===== src/rtl/ssdp_pkg.sv =====
package ssdp_pkg;

	localparam int POS_W       = 10;
	localparam int VAL_W       = 16;
	localparam int TAG_W       = 16;
	localparam int ACC_W       = 48;
	localparam int PROD_W      = 32;
	localparam int ENTRY_W     = POS_W + VAL_W;
	localparam int QUEUE_DEPTH = 4;
	localparam int QPTR_W      = 2;
	localparam int QCNT_W      = 3;

	localparam logic signed [ACC_W-1:0] ACC_MAX = {1'b0, {(ACC_W-1){1'b1}}};
	localparam logic signed [ACC_W-1:0] ACC_MIN = {1'b1, {(ACC_W-1){1'b0}}};

	typedef struct packed {
		logic                    operand_select;
		logic                    has_entry;
		logic [POS_W-1:0]        position;
		logic signed [VAL_W-1:0] value;
		logic                    last;
		logic [TAG_W-1:0]        result_tag;
	} in_item_t;

	typedef struct packed {
		logic signed [ACC_W-1:0] dot_product;
		logic [TAG_W-1:0]        tag_out;
		logic                    overflow;
	} out_item_t;

	typedef enum logic {
		OP_ROW,
		OP_COL
	} op_t;

	typedef struct packed {
		op_t                     op;
		logic                    has_entry;
		logic [POS_W-1:0]        position;
		logic signed [VAL_W-1:0] value;
		logic                    last;
		logic [TAG_W-1:0]        result_tag;
	} cmd_t;

endpackage


===== src/rtl/ssdp_stream_if.sv =====
interface ssdp_stream_if #(
	parameter type payload_t = logic
) ();
	logic     valid;
	logic     ready;
	payload_t data;

	modport source (output valid, output data, input ready);
	modport sink (input valid, input data, output ready);
endinterface


===== src/rtl/ssdp_ram.sv =====
module ssdp_ram #(
	parameter int WIDTH = 26,
	parameter int DEPTH = 64
) (
	input  logic                                   clk,
	input  logic                                   we,
	input  logic [((DEPTH > 1) ? $clog2(DEPTH) : 1)-1:0] waddr,
	input  logic [WIDTH-1:0]                       wdata,
	input  logic [((DEPTH > 1) ? $clog2(DEPTH) : 1)-1:0] raddr,
	output logic [WIDTH-1:0]                       rdata
);
	logic [WIDTH-1:0] mem [DEPTH];

	always_ff @(posedge clk) begin
		if (we) begin
			mem[waddr] <= wdata;
		end
		rdata <= mem[raddr];
	end
endmodule


===== src/rtl/ssdp_back.sv =====
module ssdp_back
	import ssdp_pkg::*;
#(
	parameter int MAX_NONZEROS = 64
) (
	input  logic          clk,
	input  logic          arst_n,
	input  cmd_t          head,
	input  logic          head_valid,
	output logic          pop,
	ssdp_stream_if.source out_ch
);
	localparam int PTR_W = (MAX_NONZEROS > 1) ? $clog2(MAX_NONZEROS) : 1;
	localparam int CNT_W = $clog2(MAX_NONZEROS + 1);

	typedef enum logic [2:0] {
		ST_IDLE,
		ST_RD,
		ST_CMP,
		ST_ACC,
		ST_EMIT
	} state_t;

	state_t                   state_q;
	cmd_t                     cur_q;
	logic [CNT_W-1:0]         row_count_q;
	logic                     row_closed_q;
	logic                     ovf_flag_q;
	logic [PTR_W-1:0]         ptr_q;
	logic                     exhausted_q;
	logic signed [ACC_W-1:0]  acc_q;
	logic                     sat_q;
	logic signed [PROD_W-1:0] prod_s1;
	out_item_t                out_q;
	logic                     out_valid_q;

	logic [CNT_W-1:0]         eff_count;
	logic                     room;
	logic [PTR_W-1:0]         end_ptr;
	logic [PTR_W-1:0]         rd_addr;
	logic                     ram_we;
	logic [ENTRY_W-1:0]       rd_data;
	logic [POS_W-1:0]         rd_pos;
	logic signed [VAL_W-1:0]  rd_val;
	logic signed [PROD_W-1:0] mul_a;
	logic signed [PROD_W-1:0] mul_b;
	logic signed [ACC_W:0]    sum;
	logic signed [ACC_W-1:0]  sum_sat;
	logic                     sum_ovf;
	logic                     out_free;

	assign pop       = (state_q == ST_IDLE) && head_valid;
	assign eff_count = row_closed_q ? '0 : row_count_q;
	assign room      = (eff_count < CNT_W'(MAX_NONZEROS));
	assign end_ptr   = PTR_W'(row_count_q - CNT_W'(1));
	assign ram_we    = pop && (head.op == OP_ROW) && head.has_entry && room;
	assign rd_addr   = (state_q == ST_CMP) ? ptr_q + PTR_W'(1) : ptr_q;
	assign rd_pos    = rd_data[ENTRY_W-1:VAL_W];
	assign rd_val    = signed'(rd_data[VAL_W-1:0]);
	assign mul_a     = PROD_W'(rd_val);
	assign mul_b     = PROD_W'(cur_q.value);
	assign out_free  = !out_valid_q || out_ch.ready;

	always_comb begin
		sum     = {acc_q[ACC_W-1], acc_q} + {{(ACC_W + 1 - PROD_W){prod_s1[PROD_W-1]}}, prod_s1};
		sum_ovf = (sum[ACC_W] != sum[ACC_W-1]);
		if (sum_ovf) begin
			sum_sat = sum[ACC_W] ? ACC_MIN : ACC_MAX;
		end else begin
			sum_sat = sum[ACC_W-1:0];
		end
	end

	ssdp_ram #(
		.WIDTH(ENTRY_W),
		.DEPTH(MAX_NONZEROS)
	) u_store (
		.clk  (clk),
		.we   (ram_we),
		.waddr(eff_count[PTR_W-1:0]),
		.wdata({head.position, head.value}),
		.raddr(rd_addr),
		.rdata(rd_data)
	);

	assign out_ch.valid = out_valid_q;
	assign out_ch.data  = out_q;

	always_ff @(posedge clk or negedge arst_n) begin
		if (!arst_n) begin
			state_q      <= ST_IDLE;
			cur_q        <= '0;
			row_count_q  <= '0;
			row_closed_q <= 1'b0;
			ovf_flag_q   <= 1'b0;
			ptr_q        <= '0;
			exhausted_q  <= 1'b0;
			acc_q        <= '0;
			sat_q        <= 1'b0;
			prod_s1      <= '0;
			out_q        <= '0;
			out_valid_q  <= 1'b0;
		end else begin
			if ((state_q == ST_EMIT) && out_free) begin
				out_valid_q <= 1'b1;
			end else if (out_ch.ready) begin
				out_valid_q <= 1'b0;
			end
			unique case (state_q)
				ST_IDLE: begin
					if (head_valid) begin
						cur_q <= head;
						if (head.op == OP_ROW) begin
							row_count_q  <= (head.has_entry && room) ?
								eff_count + CNT_W'(1) : eff_count;
							ovf_flag_q   <= (row_closed_q ? 1'b0 : ovf_flag_q) |
								(head.has_entry && !room);
							row_closed_q <= head.last;
						end else if (head.has_entry && (row_count_q != '0) &&
								!exhausted_q) begin
							if (ptr_q > end_ptr) begin
								ptr_q <= end_ptr;
							end
							state_q <= ST_RD;
						end else if (head.last) begin
							state_q <= ST_EMIT;
						end
					end
				end
				ST_RD: begin
					state_q <= ST_CMP;
				end
				ST_CMP: begin
					if ((rd_pos < cur_q.position) && (ptr_q < end_ptr)) begin
						ptr_q <= ptr_q + PTR_W'(1);
					end else if (rd_pos == cur_q.position) begin
						prod_s1 <= mul_a * mul_b;
						if (ptr_q < end_ptr) begin
							ptr_q <= ptr_q + PTR_W'(1);
						end else begin
							exhausted_q <= 1'b1;
						end
						state_q <= ST_ACC;
					end else begin
						state_q <= cur_q.last ? ST_EMIT : ST_IDLE;
					end
				end
				ST_ACC: begin
					acc_q   <= sum_sat;
					sat_q   <= sat_q | sum_ovf;
					state_q <= cur_q.last ? ST_EMIT : ST_IDLE;
				end
				ST_EMIT: begin
					if (out_free) begin
						out_q.dot_product <= acc_q;
						out_q.tag_out     <= cur_q.result_tag;
						out_q.overflow    <= ovf_flag_q | sat_q;
						acc_q             <= '0;
						ptr_q             <= '0;
						exhausted_q       <= 1'b0;
						sat_q             <= 1'b0;
						state_q           <= ST_IDLE;
					end
				end
				default: begin
					state_q <= ST_IDLE;
				end
			endcase
		end
	end
endmodule


===== src/flat_wrapper.sv =====
// flat-port wrapper written by rule: the top's interface ports become plain ports
module ssdp_back_flat import ssdp_pkg::*;
#(
	parameter int MAX_NONZEROS = 64
)
  (clk, arst_n, head, head_valid, pop, out_ch_valid, out_ch_data, out_ch_ready);
  ssdp_stream_if out_ch_i ();
  input  logic clk;
  input  logic arst_n;
  input  cmd_t head;
  input  logic head_valid;
  output logic pop;
  output wire logic [$bits(out_ch_i.valid)-1:0] out_ch_valid;
  output wire logic [$bits(out_ch_i.data)-1:0] out_ch_data;
  input wire logic [$bits(out_ch_i.ready)-1:0] out_ch_ready;
  assign out_ch_valid = out_ch_i.valid;
  assign out_ch_data = out_ch_i.data;
  assign out_ch_i.ready = out_ch_ready;
  ssdp_back #(.MAX_NONZEROS(MAX_NONZEROS)) u_core (.clk(clk), .arst_n(arst_n), .head(head), .head_valid(head_valid), .pop(pop), .out_ch(out_ch_i));
endmodule

===== config.mk =====
export PLATFORM = sky130hd
export DESIGN_NAME = ssdp_back_flat
export DESIGN_NICKNAME = d
export VERILOG_FILES = /design/src/rtl/ssdp_pkg.sv /design/src/rtl/ssdp_stream_if.sv /design/src/rtl/ssdp_ram.sv /design/src/rtl/ssdp_back.sv /design/src/flat_wrapper.sv
export SDC_FILE = /design/constraint.sdc
export NUM_CORES = 2
export LEC_CHECK = 0
export BUFFER_PORTS_ARGS = -buffer_cell sky130_fd_sc_hd__clkbuf_2
export CORE_MARGIN = 3
export CORE_UTILIZATION = 60
export CTS_CLUSTER_SIZE = 16
export DETAILED_ROUTE_END_ITERATION = 12
export PLACE_DENSITY = 0.86
export SYNTH_ARGS = -nofsm -noshare
export SYNTH_HDL_FRONTEND = slang
export SYNTH_SLANG_ARGS = --single-unit
export TNS_END_PERCENT = 1

===== constraint.sdc =====
create_clock -name clk -period 13.4 [get_ports clk]
set_input_delay 0.67 -clock clk [delete_from_list [all_inputs] [get_ports clk]]
set_output_delay 0.67 -clock clk [all_outputs]
set_load 0.03 [all_outputs]

==> qor.yml <==
logic_synthesis:
  ys_types: 68
  async_flop_share: 0.0709
  avgSynthCellArea_sq_um: 18.2
  yosysSeqAreaShare: 0.656
  synthesis.area_sq_um: 81900
  synth_nets: 4967
  synth_cells: 4504
  synth_edf_count: 1664
  ys_warn_count: 0
  yosys_most_used_dff: "edfxtp_1"
  synth_seq_cells: 1819
global_route:
  globalRouteTotalUtil: 0.357
  grt_start_max_net_pins: 142
  gr-total-overflow: 0
  grt_pass1_vias: 47779
  grt_pass1_wl_um: 355000
  antenna_found_initial: 37
timing:
  finalWorstSetupSlack_ns: 5.89
  slew-limit-headroom: -0.0352
  finalHoldViolCount: 0
  skew_ns: 0.100
  fmax_ghz: 0.133
  finalSetupTns_ns: 0
  setup_viol: 0
  report.final.slew_viol_count: 9
  finalCritPeriodShare: 0.561
  min_period_ns: 7.51
  worstMarginPinSlew_ns: 1.55
  rsz0062_at_grt: "no"
finish:
  fill_cells: 7624
  syn_to_final_growth_pct: 10.1
  fin_util: 0.670
  drive_gt1_frac: 0.213
  multi_input_area_sq_um: 26600
  nets: 5037
  seq_area_sq_um: 53700
floorplan:
  die_y_um: 375
  core_area_sq_um: 134000
  rows: 134
  die_x_um: 375
  initial_core_util: 0.609
  dieArea_sq_um: 141000
  pin_count: 52
drt:
  drt-pass1-iter-count: 8
  drcViolationCount: 0
  vias_per_cell: 7.39
  ant_nets: 0
  drtIter0Drc: 8808
  vias: 48139
  totalWireLength_um: 247000
  wl_per_cell_um: 38.0
placement:
  dp_hpwl_um: 119000
  place.gp.congestion: 0.850
  port_buffers: 35
  pre_cts_slack_ns: 6.35
hold_path:
  hold_depth: 1
  hold_path.class: "in2reg"
clock_network:
  clk_latency_ns: 0.84
  cts-root-buf: "clkbuf_16"
  htree_levels: 4
  clockBufferDepth: 3
  cts_buffers: 172
  cts.sinks: 1819
  path_clk_slew_ns: 0.07
  cts_setup_buffers: 0
  cts_tree: "yes"
critical_path:
  cp.required_ns: 14.02
  r2r_cells: 22
  path_class: "reg2reg"
  crit_path_end_kind: "flop"
  crit_fanout: 16
  start_kind: "flop"
  cp.arrival_ns: 8.13
run_status:
  failed_checks: "max-capacitance violations, max-slew violations"
  status: "complete, but fails checks"
flow_run:
  drv_cap: 1
[routing by layer]
metal / vias up / wire length [um] / global-route usage
met2: 5160 / 115000 / 0.545
met5: - / 253 / 0.000343
li1: 17502 / - / -
met3: 1282 / 34300 / 0.107
met1: 24163 / 77400 / 0.450
met4: 32 / 20400 / 0.235
[layout make-up]
type / count / area share
clock buffer: 226 / 0.0516
inverter: 323 / 0.0135
timing repair buffer: 103 / 0.00826
multi-input combinational: 2155 / 0.295
antenna: 24 / 0.000666
tap: 1768 / 0.0245
clock inverter: 93 / 0.0108
sequential: 1819 / 0.596
[final timing paths]
| check | to | slack, ns | from |
|---|---|---|---|
| max | u_core.prod_s1[31]$_DFFE_PN0P_ | 5.89 | u_core.u_store.rdata[15]$_DFF_P_ |
| max in group asynchronous | u_core.cur_q[18]$_DFFE_PN0P_ | 11.52 | arst_n |
| min in group asynchronous | u_core.acc_q[35]$_DFFE_PN0P_ | 0.49 | arst_n |
| min reg2reg | u_core.acc_q[23]$_DFFE_PN0P_ | 0.49 | u_core.acc_q[23]$_DFFE_PN0P_ |
| max reg2reg | u_core.prod_s1[31]$_DFFE_PN0P_ | 5.89 | u_core.u_store.rdata[15]$_DFF_P_ |
| min | u_core.u_store.mem[4][13]$_DFFE_PP_ | 0.21 | head[30] |
[layout by cell type (no fill, tap or decap), types with 9 or more instances in the layout]
cell type  synthesis  layout
ha_1             151     150
o21ai_0          115     115
edfxtp_1        1664    1664
nor2_2             0      10
a21oi_1           99      99
clkinv_16          0       9
diode_2            0      24
fa_1             263     263
mux4_2           546     546
o21bai_1          14      14
and2_1           128     127
clkbuf_16          0     175
xnor2_1           57      55
o21a_1            11      11
clkbuf_2           0      33
o211ai_1          13      13
nor2_4             0      55
xor2_1            29      26
nor2b_1           13      13
nor2_1           177     112
nand2_1          272     271
nand4_1            9       9
clkinv_1           0      28
nand2b_1          16      16
a31oi_1            9       9
bufinv_16          0      10
a21o_1            47      47
and3_1             9       9
nor3_1            12      12
o21ai_1           22      22
dfrtp_1          129     129
clkbuf_1         140      43
inv_1            321     321
dfxtp_1           26      26
mux2_2            23      23
buf_4             12      63
nand3_1           38      38
clkinv_2           0      32
[cell usage after synthesis (8+ instances only)]
library cell / number / area share
nand3_1: 38 / 0.0023
and3_1: 9 / 0.00069
mux2_2: 23 / 0.0032
fa_1: 263 / 0.064
o21a_1: 11 / 0.0010
clkbuf_1: 140 / 0.0064
nor2_1: 177 / 0.0081
edfxtp_1: 1664 / 0.61
buf_4: 12 / 0.0011
o211ai_1: 13 / 0.0012
a21o_1: 47 / 0.0043
o21ai_1: 22 / 0.0013
a211oi_1: 8 / 0.00073
o21ai_0: 115 / 0.0070
ha_1: 151 / 0.023
dfxtp_1: 26 / 0.0064
a21oi_1: 99 / 0.0061
nor3_1: 12 / 0.00073
and2_1: 128 / 0.0098
nor2b_1: 13 / 0.00099
inv_1: 321 / 0.015
buf_2: 29 / 0.0018
xor2_1: 29 / 0.0031
buf_1: 21 / 0.00096
nand2b_1: 16 / 0.0012
nand2_1: 272 / 0.012
a31oi_1: 9 / 0.00069
xnor2_1: 57 / 0.0061
mux4_2: 546 / 0.15
dfrtp_1: 129 / 0.039
nand4_1: 9 / 0.00069
o21bai_1: 14 / 0.0013
[critical path, cell delays in order (launching register included)]
cell and delay [ns]:
dfxtp_1 0.85, nand2_1 0.21, inv_1 0.17, fa_1 0.55, fa_1 0.91, fa_1 0.53, fa_1 0.50, fa_1 0.50
inv_1 0.05, fa_1 0.47, inv_1 0.04, ha_1 0.34, a21oi_1 0.16, nor2b_1 0.06, o21ai_0 0.19, nand2b_1 0.08
a221oi_1 0.54, o2111ai_1 0.22, a21oi_1 0.30, o21bai_1 0.12, a21oi_1 0.21, xnor2_1 0.18, o21ai_0 0.11
[cells by family (layout without fill, tap and decap cells)]
kind of cell | count (synthesis) | count (layout) | synth area share
AOI/OAI and AO/OA | 386 | 386 | 0.0288
and+or+nand+nor | 700 | 700 | 0.0393
buffers and inverters | 530 | 745 | 0.0258
DFF | 1819 | 1819 | 0.656
other | 0 | 24 | 0
adders and majority gates | 414 | 414 | 0.0874
muxes | 569 | 569 | 0.153
xor gates and xnor gates | 86 | 86 | 0.00920
[sequential cells by signal, indices dropped and copies added, names as in the netlist]
name,cells
u_core.prod_s1,32
u_core.sat_q,1
u_core.cur_q,27
u_core.row_count_q,7
u_core.ovf_flag_q,1
u_core.u_store.rdata,26
u_core.ptr_q,6
u_core.acc_q,48
u_core.state_q,3
u_core.u_store.mem,1664
u_core.exhausted_q,1
u_core.row_closed_q,1
u_core.out_ch.data,1
u_core.out_ch.valid,1
[stage by stage]
step,cell area (sq um),hold WS [ns],std cells
floorplan,81900,0.374,4504
global placement,84400,0.466,6166
detailed placement,84400,0.476,6166
CTS,90100,0.168,6486
global route,90100,0.222,6487
finish,90200,0.211,6511
[what timing repair did]
action / in CTS / in global routing
hold buffers: 1 / 0
endpoints found under the hold margin: 63 / 0
gates resized for setup: 0 / 0
Power is left out: the tool's default activity adds up to more than one toggle a clock period on the data nets, which glitch-free logic cannot reach.
